<file path="src/design/pmfp_pkg.sv">
// ----------------------------------------------------------------------------
// pmfp_pkg
// Types, constants and decode functions for the PTPv2 message field parser.
// ----------------------------------------------------------------------------
package pmfp_pkg;

  // Saturation point of the octet offset (range 64 to 127)
  localparam int MAX_OFFSET_DEF = 64;

  // Result queue depth; one octet can push up to three records
  localparam int QDEPTH     = 5;
  localparam int MAX_PUSH   = 3;

  localparam logic [15:0] ACCEPT_MASK_RST = 16'h0F0F;

  localparam logic [7:0] HDR_OCTETS = 8'd34;
  localparam logic [7:0] TS_OCTETS  = 8'd10;
  localparam logic [7:0] RSV_OCTETS = 8'd10;
  localparam logic [7:0] ANN_OCTETS = 8'd30;
  localparam logic [3:0] TYPE_MASK  = 4'hF;

  // Field tags
  localparam logic [4:0] TAG_MSG_TYPE    = 5'd0;
  localparam logic [4:0] TAG_TRANSPORT   = 5'd1;
  localparam logic [4:0] TAG_VERSION     = 5'd2;
  localparam logic [4:0] TAG_MSG_LENGTH  = 5'd3;
  localparam logic [4:0] TAG_DOMAIN      = 5'd4;
  localparam logic [4:0] TAG_FLAGS       = 5'd5;
  localparam logic [4:0] TAG_CORRECTION  = 5'd6;
  localparam logic [4:0] TAG_CLOCK_ID    = 5'd7;
  localparam logic [4:0] TAG_PORT_NUM    = 5'd8;
  localparam logic [4:0] TAG_SEQ_ID      = 5'd9;
  localparam logic [4:0] TAG_CONTROL     = 5'd10;
  localparam logic [4:0] TAG_LOG_INTVL   = 5'd11;
  localparam logic [4:0] TAG_TS_SEC      = 5'd12;
  localparam logic [4:0] TAG_TS_NSEC     = 5'd13;
  localparam logic [4:0] TAG_REQ_CLK_ID  = 5'd14;
  localparam logic [4:0] TAG_REQ_PORT    = 5'd15;
  localparam logic [4:0] TAG_UTC_OFFSET  = 5'd16;
  localparam logic [4:0] TAG_GM_PRIO1    = 5'd17;
  localparam logic [4:0] TAG_CLK_CLASS   = 5'd18;
  localparam logic [4:0] TAG_CLK_ACCUR   = 5'd19;
  localparam logic [4:0] TAG_LOG_VAR     = 5'd20;
  localparam logic [4:0] TAG_GM_PRIO2    = 5'd21;
  localparam logic [4:0] TAG_GM_ID       = 5'd22;
  localparam logic [4:0] TAG_STEPS_REM   = 5'd23;
  localparam logic [4:0] TAG_TIME_SRC    = 5'd24;
  localparam logic [4:0] TAG_VERDICT     = 5'd25;

  // Verdict codes
  localparam logic [1:0] VERDICT_OK         = 2'd0;
  localparam logic [1:0] VERDICT_HDR_SHORT  = 2'd1;
  localparam logic [1:0] VERDICT_TYPE       = 2'd2;
  localparam logic [1:0] VERDICT_BODY_SHORT = 2'd3;

  // Message types that select a body layout
  localparam logic [3:0] MT_SYNC         = 4'h0;
  localparam logic [3:0] MT_DELAY_REQ    = 4'h1;
  localparam logic [3:0] MT_PDELAY_REQ   = 4'h2;
  localparam logic [3:0] MT_PDELAY_RESP  = 4'h3;
  localparam logic [3:0] MT_FOLLOW_UP    = 4'h8;
  localparam logic [3:0] MT_DELAY_RESP   = 4'h9;
  localparam logic [3:0] MT_PDELAY_RFU   = 4'hA;
  localparam logic [3:0] MT_ANNOUNCE     = 4'hB;

  typedef enum logic [2:0] {
    LAY_NONE,
    LAY_TS,
    LAY_PDREQ,
    LAY_PORTID,
    LAY_ANNOUNCE
  } layout_t;

  typedef struct packed {
    logic [7:0] data_byte;
    logic       frame_end;
  } in_item_t;

  typedef struct packed {
    logic [4:0]  field_tag;
    logic [63:0] field_value;
    logic        last_of_frame;
  } out_item_t;

  typedef struct packed {
    logic       hit;
    logic [4:0] tag;
    logic [3:0] nbytes;
  } fld_t;

  function automatic layout_t layout_of(input logic [3:0] mtype);
    layout_t lay;
    case (mtype)
      MT_SYNC, MT_DELAY_REQ, MT_FOLLOW_UP:        lay = LAY_TS;
      MT_PDELAY_REQ:                              lay = LAY_PDREQ;
      MT_PDELAY_RESP, MT_DELAY_RESP, MT_PDELAY_RFU: lay = LAY_PORTID;
      MT_ANNOUNCE:                                lay = LAY_ANNOUNCE;
      default:                                    lay = LAY_NONE;
    endcase
    return lay;
  endfunction

  function automatic logic [7:0] needed_len(input layout_t lay);
    logic [7:0] n;
    case (lay)
      LAY_TS:               n = HDR_OCTETS + TS_OCTETS;
      LAY_PDREQ, LAY_PORTID: n = HDR_OCTETS + TS_OCTETS + RSV_OCTETS;
      LAY_ANNOUNCE:         n = HDR_OCTETS + ANN_OCTETS;
      default:              n = HDR_OCTETS;
    endcase
    return n;
  endfunction

  function automatic fld_t mk_fld(input logic [4:0] tag, input logic [3:0] nb);
    fld_t f;
    f.hit    = 1'b1;
    f.tag    = tag;
    f.nbytes = nb;
    return f;
  endfunction

  // Field that ends at octet pos (pos >= 2)
  function automatic fld_t field_end(input logic [6:0] pos, input layout_t lay);
    fld_t f;
    f = '0;
    case (pos)
      7'd3:  f = mk_fld(TAG_MSG_LENGTH, 4'd2);
      7'd4:  f = mk_fld(TAG_DOMAIN,     4'd1);
      7'd7:  f = mk_fld(TAG_FLAGS,      4'd2);
      7'd15: f = mk_fld(TAG_CORRECTION, 4'd8);
      7'd27: f = mk_fld(TAG_CLOCK_ID,   4'd8);
      7'd29: f = mk_fld(TAG_PORT_NUM,   4'd2);
      7'd31: f = mk_fld(TAG_SEQ_ID,     4'd2);
      7'd32: f = mk_fld(TAG_CONTROL,    4'd1);
      7'd33: f = mk_fld(TAG_LOG_INTVL,  4'd1);
      default: f = '0;
    endcase
    if (!f.hit && lay != LAY_NONE) begin
      if (pos == 7'd39) begin
        f = mk_fld(TAG_TS_SEC, 4'd6);
      end else if (pos == 7'd43) begin
        f = mk_fld(TAG_TS_NSEC, 4'd4);
      end else if (lay == LAY_PORTID) begin
        case (pos)
          7'd51:   f = mk_fld(TAG_REQ_CLK_ID, 4'd8);
          7'd53:   f = mk_fld(TAG_REQ_PORT,   4'd2);
          default: f = '0;
        endcase
      end else if (lay == LAY_ANNOUNCE) begin
        case (pos)
          7'd45:   f = mk_fld(TAG_UTC_OFFSET, 4'd2);
          7'd47:   f = mk_fld(TAG_GM_PRIO1,   4'd1);
          7'd48:   f = mk_fld(TAG_CLK_CLASS,  4'd1);
          7'd49:   f = mk_fld(TAG_CLK_ACCUR,  4'd1);
          7'd51:   f = mk_fld(TAG_LOG_VAR,    4'd2);
          7'd52:   f = mk_fld(TAG_GM_PRIO2,   4'd1);
          7'd60:   f = mk_fld(TAG_GM_ID,      4'd8);
          7'd62:   f = mk_fld(TAG_STEPS_REM,  4'd2);
          7'd63:   f = mk_fld(TAG_TIME_SRC,   4'd1);
          default: f = '0;
        endcase
      end
    end
    return f;
  endfunction

  function automatic logic [63:0] byte_mask(input logic [3:0] nb);
    logic [63:0] m;
    case (nb)
      4'd1:    m = 64'h0000_0000_0000_00FF;
      4'd2:    m = 64'h0000_0000_0000_FFFF;
      4'd4:    m = 64'h0000_0000_FFFF_FFFF;
      4'd6:    m = 64'h0000_FFFF_FFFF_FFFF;
      default: m = '1;
    endcase
    return m;
  endfunction

endpackage

</file>
<file path="src/design/ptp_message_field_parser.sv">
// ----------------------------------------------------------------------------
// ptp_message_field_parser
// Splits a PTPv2 message, one octet per transfer, into tagged header and body
// field records and closes each frame with a verdict record.
// ----------------------------------------------------------------------------
//
//  channel | direction | handshake         | payload
//  --------+-----------+-------------------+------------------------------------
//  in_     | input     | in_valid/in_stall | data_byte, frame_end
//  out_    | output    | out_valid/out_stall | field_tag, field_value, last_of_frame
//  cfg_    | input     | cfg_we            | accept_mask (16 bits)
//
// One octet is taken per cycle while in_stall is low. Its records are ready
// in the next cycle in a five-entry result queue that drains one record per
// cycle while out_stall is low; octet zero of a frame pushes two or three
// records, any other octet at most two. in_stall rises while the queue holds
// more than two records, so a stalled output backs up into the input.
// Synchronous reset clears offset, type, accumulator, queue and sets
// accept_mask to 0x0F0F.
module ptp_message_field_parser
  import pmfp_pkg::*;
#(
  parameter int MAX_OFFSET = MAX_OFFSET_DEF
) (
  input  logic        clk,
  input  logic        rst_n,

  input  logic        in_valid,
  output logic        in_stall,
  input  in_item_t    in_data,

  output logic        out_valid,
  input  logic        out_stall,
  output out_item_t   out_data,

  input  logic        cfg_we,
  input  logic [15:0] cfg_wdata
);

  localparam int CW = $clog2(QDEPTH + 1);
  localparam logic [6:0] MAX_OFS = 7'(MAX_OFFSET);

  logic [15:0] accept_mask_r;
  logic [6:0]  byte_offset_r, byte_offset_nxt;
  logic [3:0]  frame_type_r, frame_type_nxt;
  logic [63:0] field_accum_r, field_accum_nxt;

  out_item_t   q_r [QDEPTH];
  out_item_t   q_nxt [QDEPTH];
  logic [CW-1:0] count_r, count_nxt;

  logic        in_xfer, pop;
  logic [CW-1:0] base;

  out_item_t   push [MAX_PUSH];
  logic [1:0]  n_push;

  logic        in_range;
  layout_t     layout, layout_v;
  logic        accepted, accepted_v;
  fld_t        fld;
  logic [3:0]  type_v;
  logic [7:0]  len;
  logic [1:0]  code;
  logic [7:0]  b;

  assign in_xfer   = in_valid && !in_stall;
  assign in_stall  = count_r > CW'(QDEPTH - MAX_PUSH);
  assign out_valid = count_r != '0;
  assign out_data  = q_r[0];
  assign pop       = out_valid && !out_stall;
  assign base      = count_r - CW'(pop);

  assign b        = in_data.data_byte;
  assign in_range = byte_offset_r < MAX_OFS;
  assign layout   = layout_of(frame_type_r);
  assign accepted = accept_mask_r[frame_type_r];
  assign fld      = field_end(byte_offset_r, layout);

  // Record generation for the octet at the input
  always_comb begin
    field_accum_nxt = field_accum_r;
    frame_type_nxt  = frame_type_r;
    n_push          = 2'd0;
    for (int i = 0; i < MAX_PUSH; i++) begin
      push[i] = '0;
    end

    if (in_range) begin
      field_accum_nxt = {field_accum_r[55:0], b};
      if (byte_offset_r == 7'd0) begin
        frame_type_nxt = b[3:0] & TYPE_MASK;
        push[0] = '{field_tag: TAG_MSG_TYPE, field_value: {60'd0, b[3:0]},
                    last_of_frame: 1'b0};
        push[1] = '{field_tag: TAG_TRANSPORT, field_value: {60'd0, b[7:4]},
                    last_of_frame: 1'b0};
        n_push  = 2'd2;
      end else if (byte_offset_r == 7'd1) begin
        push[0] = '{field_tag: TAG_VERSION, field_value: {60'd0, b[3:0]},
                    last_of_frame: 1'b0};
        n_push  = 2'd1;
      end else if (fld.hit && (fld.tag < TAG_TS_SEC || accepted)) begin
        push[0] = '{field_tag: fld.tag,
                    field_value: {field_accum_r[55:0], b} & byte_mask(fld.nbytes),
                    last_of_frame: 1'b0};
        n_push  = 2'd1;
      end
    end

    // Verdict: header short, then type not accepted, then body short
    type_v     = frame_type_nxt;
    layout_v   = layout_of(type_v);
    accepted_v = accept_mask_r[type_v];
    if (len < HDR_OCTETS) begin
      code = VERDICT_HDR_SHORT;
    end else if (!accepted_v) begin
      code = VERDICT_TYPE;
    end else if (len < needed_len(layout_v)) begin
      code = VERDICT_BODY_SHORT;
    end else begin
      code = VERDICT_OK;
    end
    if (in_data.frame_end) begin
      push[n_push] = '{field_tag: TAG_VERDICT, field_value: {62'd0, code},
                       last_of_frame: 1'b1};
      n_push       = n_push + 2'd1;
    end
  end

  // Saturating octet count
  assign len = in_range ? {1'b0, byte_offset_r} + 8'd1 : {1'b0, MAX_OFS};

  always_comb begin
    byte_offset_nxt = len[6:0];
    if (in_data.frame_end) begin
      byte_offset_nxt = '0;
    end
  end

  // Result queue: drop the head on an output transfer, append pushed records
  always_comb begin
    logic [CW-1:0] rel;
    for (int i = 0; i < QDEPTH; i++) begin
      rel = CW'(i) - base;
      if (pop && i < QDEPTH - 1) begin
        q_nxt[i] = q_r[i + 1];
      end else begin
        q_nxt[i] = q_r[i];
      end
      if (in_xfer && CW'(i) >= base && rel < CW'(n_push)) begin
        q_nxt[i] = push[rel[1:0]];
      end
    end
    count_nxt = in_xfer ? base + CW'(n_push) : base;
  end

  always_ff @(posedge clk) begin
    if (!rst_n) begin
      accept_mask_r <= ACCEPT_MASK_RST;
      byte_offset_r <= '0;
      frame_type_r  <= '0;
      field_accum_r <= '0;
      count_r       <= '0;
    end else begin
      if (cfg_we) begin
        accept_mask_r <= cfg_wdata;
      end
      if (in_xfer) begin
        byte_offset_r <= byte_offset_nxt;
        if (in_data.frame_end) begin
          frame_type_r  <= '0;
          field_accum_r <= '0;
        end else begin
          frame_type_r  <= frame_type_nxt;
          field_accum_r <= field_accum_nxt;
        end
      end
      count_r <= count_nxt;
    end
  end

  always_ff @(posedge clk) begin
    for (int i = 0; i < QDEPTH; i++) begin
      q_r[i] <= q_nxt[i];
    end
  end

`ifndef NO_ASSERTIONS
  a_count_bound: assert property (@(posedge clk) disable iff (!rst_n)
    count_r <= CW'(QDEPTH))
    else $error("result queue overflow");

  a_offset_bound: assert property (@(posedge clk) disable iff (!rst_n)
    byte_offset_r <= MAX_OFS)
    else $error("octet offset past saturation point");

  a_frame_restart: assert property (@(posedge clk) disable iff (!rst_n)
    in_xfer && in_data.frame_end |=> byte_offset_r == '0)
    else $error("offset not cleared after frame end");

  a_idle_state: assert property (@(posedge clk) disable iff (!rst_n)
    byte_offset_r == '0 |-> frame_type_r == '0 && field_accum_r == '0)
    else $error("frame state left over at frame start");

  a_last_is_verdict: assert property (@(posedge clk) disable iff (!rst_n)
    out_valid |-> out_data.last_of_frame == (out_data.field_tag == TAG_VERDICT))
    else $error("last_of_frame not on verdict record");
`endif

endmodule

</file>
<file path="config.mk">
export PLATFORM = sky130hd
export DESIGN_NAME = ptp_message_field_parser
export DESIGN_NICKNAME = d
export VERILOG_FILES = /design/src/design/pmfp_pkg.sv /design/src/design/ptp_message_field_parser.sv
export SDC_FILE = /design/constraint.sdc
export NUM_CORES = 1
export LEC_CHECK = 0
export BUFFER_PORTS_ARGS = -buffer_cell sky130_fd_sc_hd__buf_2
export CAP_MARGIN = 25
export CORE_UTILIZATION = 32
export CTS_CLUSTER_SIZE = 30
export DETAILED_ROUTE_END_ITERATION = 8
export PLACE_DENSITY = 0.44
export SLEW_MARGIN = 20
export SYNTH_ARGS = -nofsm -noshare
export SYNTH_HDL_FRONTEND = slang
export SYNTH_SLANG_ARGS = --single-unit
export TNS_END_PERCENT = 10
</file>
<file path="constraint.sdc">
create_clock -name clk -period 14.7 [get_ports clk]
set_clock_uncertainty 0.1 [all_clocks]
set_input_delay 0 -clock clk [delete_from_list [all_inputs] [get_ports clk]]
set_output_delay 0 -clock clk [all_outputs]
set_load 0.05 [all_outputs]
</file>
# Word level (Yosys, flattened, before mapping)
# Memories as Yosys holds them, arrays and structs flattened. A register that Yosys moved wholly into a read port is not among the register bits.
# Cells that the tools add are included.
# W data, S select, Z words.
# totals
word_cells	176
reg_bits	86
input_bits	30
output_inout_bits	72
romBits	96
mem_count	3
ram_bits	350
latchBits	0
# memory_table
memory	depth	word_bits	read_ports	rd_ports_with_merged_regs	write_ports	line	source
q_r	5	70	5	0	5	ptp_message_field_parser.sv:48	out_item_t q_r [QDEPTH];
(no name shown)	16	3	1	0	0	pmfp_pkg.sv:93	case (mtype)
(no name shown)	16	3	1	1	0	pmfp_pkg.sv:93	
# op_classes
add_sub_neg	9
multipliers	0
magnitude_cmp	24
shift	0
mux	71
n_bitwise	7
n_div	0
n_eq_ne	32
n_reduce_logical	25
# op_table
cell	count
$mux W70	23
$bmux W70 S2	5
$mux W64	4
$pmux W64 S4	1
$bwmux W210	1
$mux W210	1
$pmux W10 S9	2
$demux W70 S2	1
$mux W140	1
$mux W56	2
$eq A7 B6 Y1 const B	14
$mux W66	1
$and A64 B64 Y64	1
$mux W10	5
$mux W8	3
$eq A7 B5 Y1 const B	3
$pmux W7 S3	1
$mux W4	5
$pmux W10 S2	1
$ge A3 B3 Y1 const B	6
$not A2 Y3	6
$logic_and A1 B1 Y1	15
$lt A3 B2 Y1	5
$eq A7 B3 Y1 const B	2
other kinds (38)	59

# Depth between registers and ports, before layout
# logic_depth
depth_word	25
ltp_mapped	22
mapped_depth_nobuf	20

# Worst setup path before layout
# Ideal clock, no wire load.
# synth_timing
kind	register -> register
from	register count_r[0] (netlist name)
to	memory q_r[0][280] (netlist name), enable pin
t_required_ps	13997
period_less_slack_ps	9280
slack_ps	5420
arrival_time_ps	8578
path_stages_with_launch	15
setup_time_ps	603
path_buffers	2
cell_sequence	dfxtp_1 -> or3_1 -> nand2b_1 -> inv_1 -> ha_1 -> ha_1 -> clkbuf_1 -> inv_1 -> ha_1 -> clkbuf_1 -> inv_1 -> ha_1 -> a21oi_1 -> nand2_1 -> a211oi_1
# synth_lines
element	line
end: declaration	ptp_message_field_parser.sv:48

==> reports/results.ini <==
[detailed_routing]
routedWlPerCell_um = 22.45
dr_total_vias = 13850
route.detailed.drc = 0
drt-total-wl_mm = 57.95
vias_per_cell = 5.366
antenna_left = 0
first_pass_iters = 6
drt_iter0_drc = 992

[run]
maxCapViolCount = 0

[setup_path]
worstPathCellList = or3_1 -> nand2b_1 -> inv_1 -> ha_1 -> ha_1 -> inv_1 -> ha_1 -> inv_1 -> ha_1 -> a21oi_1 -> nand4b_1 -> buf_4 -> nand2_4 -> buf_12
cp_max_fo = 69
endpoint_kind = flop
slowest_delay_ns = 0.81
r2r_end = q_r[0][17]
critPathArrivalTime_ns = 6.52
crit_type = reg2reg
start_kind = flop
cp_common_cell = ha_1
r2r-start = count_r[0]
cp_slowest_cell = ha_1
rrSetupSlack_ns = 8.42
worstPathRequired_ns = 14.93
reg2reg_depth = 14

[clock_tree]
clock_sinks = 439
clk_pin_slew_worst_paths_ns = 0.06
clk_latency_ns = 0.60
htree_levels = 2
ctsResizeCount = 0
numCtsBuffers = 50
clockRootBuffer = clkbuf_16
clockBufferDepth = 3
cts_tree = built

[final_layout]
drive_gt1_share_pct = 15.75
antennaDiodeCount = 0
area_growth_pct = 14.36
layout.nets = 1750

[die]
placement_rows = 93
design.core.area_um2 = 64350
die_w_um = 256.9
num_io_pins = 102
die_area_um2 = 65980
initial_core_util_pct = 32.30
fp.dieH_um = 256.9

[global_routing]
grt_antenna_before_repair = 0
grt_max_degree = 86
gr-total-overflow = 0
track_usage_pct = 17.42
grt_pass1_vias = 13870
grt_pass1_wl_mm = 88.75

[logic_synthesis]
synth_edf_count = 350
ys_seq_elements = 439
synth_cell_type_count = 101
yosysMostFrequentCell = edfxtp_1
synthTopCellsByCount = edfxtp_1, a22o_1, and2_1
synth_top_area_share_pct = 50.56
synth_flop_cell = edfxtp_1
async_flop_share_pct = 0
yosys-top-cells-area = edfxtp_1, a22o_1, dfxtp_1, buf_4, and2_1
netlist_instances = 1651
syn-num-nets = 1715
synth_area_um2 = 20790
synth.avg_cell_area_um2 = 12.59
yosysTopAreaCell = edfxtp_1
yosys_warnings = 0
ys_seq_area_share_pct = 59.13

[place]
portBuffers = 101
pre_cts_ws_ns = 8.331
place_congestion = 0.8031
hpwl_mm = 33.81

[sta]
worst_slack_ns = 8.419
tightest_slew_ns = 1.037
rsz0062_at_grt = no
finalCritPeriodShare_pct = 42.73
slew_violations = 0
finalHoldViolations = 0
clock.fmax_mhz = 159.2
slew_headroom_pct = 30.88
fin_setup_tns_ns = 0
fin_crit_ns = 6.281
setup_viol = 0

[hold_path]
hp-class = in2reg
min_to = count_r[0]
hp-start = in_valid
whs_path_depth = 4

[power_and_ir_drop]
total_leakage_power_nw = 8.323
power_density_nw_per_um2 = 262.7
peakVddDrop_mv = 0.2125

[status]
status = finished, final reports clean

[placed cells by master, fill, tap and decap left out, drive strengths merged, types with 5 or more instances in the layout]
| cell type | count |
|---|---|
| nand4 | 5 |
| a22oi | 62 |
| a211oi | 18 |
| ha | 33 |
| clkbuf | 69 |
| clkinv | 17 |
| edfxtp | 350 |
| buf | 122 |
| dfxtp | 89 |
| o211ai | 5 |
| nor4 | 8 |
| nor2 | 55 |
| nand2 | 90 |
| xnor2 | 5 |
| dlygate4sd3 | 42 |
| bufinv | 5 |
| and3 | 12 |
| a22o | 210 |
| a31o | 20 |
| nand3 | 30 |
| mux2 | 6 |
| o31ai | 7 |
| mux2i | 21 |
| a21oi | 35 |
| o22ai | 7 |
| nand2b | 12 |
| o32a | 5 |
| nand4b | 5 |
| and2 | 91 |
| nor3 | 24 |
| a32o | 13 |
| a2111oi | 5 |
| inv | 28 |
| nor2b | 81 |
| o21ai | 57 |
[state kept, by name, summed over array words and instances (netlist names)]
name,cells
q_r,350
frame_type_r,4
count_r,3
byte_offset_r,7
layout,3
field_accum_r,56
accept_mask_r,16
[cell type report]
| class | instances | area, µm² |
|---|---|---|
| sequential | 439 | 12290 |
| timing repair buffer | 164 | 1116 |
| fill | 6242 | 40580 |
| clock buffer | 69 | 1434 |
| clock inverter | 24 | 297.8 |
| multi-input combinational | 1004 | 7460 |
| inverter | 27 | 101.3 |
| tap | 855 | 1070 |
[worst max-delay path, delay by kind of cell, from the launching register on]
family | cells | cell delay [ns]
simple gates | 4 | 1.39
flops | 1 | 0.32
compound gates | 1 | 0.07
buf+inv | 5 | 1.93
fa+ha+maj | 4 | 2.15
[what timing repair did]
action                    CTS  global route
buffers inserted            0             0
hold buffers               42             0
hold endpoints to repair   53             0
[power by group]
| group | switching [W] | internal, W | total (W) |
|---|---|---|---|
| logic | 0.00176 | 0.000779 | 0.00254 |
| clock network | 0.000524 | 0.000773 | 0.00130 |
| registers | 0.000148 | 0.00226 | 0.00241 |
[metrics by stage]
stage	std cells	area (µm²)	utilization (%)	power [W]	hold slack, ns
final	2582	23770	36.94	0.006245	0.05784
after global routing	2582	23770	36.94	0.006571	0.08360
after CTS	2580	23740	36.90	0.006306	0.02356
after detailed placement	2445	21590	33.55	0.004968	0.1186
after global placement	2444	21560	33.50	0.004935	0.1216
after floorplan	1651	20790	-	0.004345	0.02892
[logic make-up (layout without fill, tap and decap cells)]
family          Yosys count  in the layout  share of synthesized area (%)
buf+inv                 208            284                          5.387
mux                      31             31                          1.788
xor+xnor                  9              9                         0.4154
fa+ha+maj                34             34                          2.083
compound gates          493            493                          19.03
flops                   439            439                          59.13
simple gates            437            437                          12.16
[layer usage]
layer	part of all wire, %	up-vias	GRT usage (%)
li1	-	6382	-
met1	46	6990	23.79
met2	47	391	28.57
met3	4.9	91	2.797
met4	2.1	0	4.729
met5	0	-	0
[worst max-delay path by stage]
stage | slack (ns) | to | from
after global placement | 8.60 | q_r[0][178] | byte_offset_r[4]
after detailed placement | 8.33 | q_r[0][19] | count_r[0]
final | 8.42 | q_r[0][17] | count_r[0]
after floorplan | 5.42 | q_r[0][280] | count_r[0]
after global routing | 8.01 | q_r[0][18] | count_r[0]
after CTS | 8.32 | q_r[0][51] | count_r[0]
(Power assumes the default switching activity.)
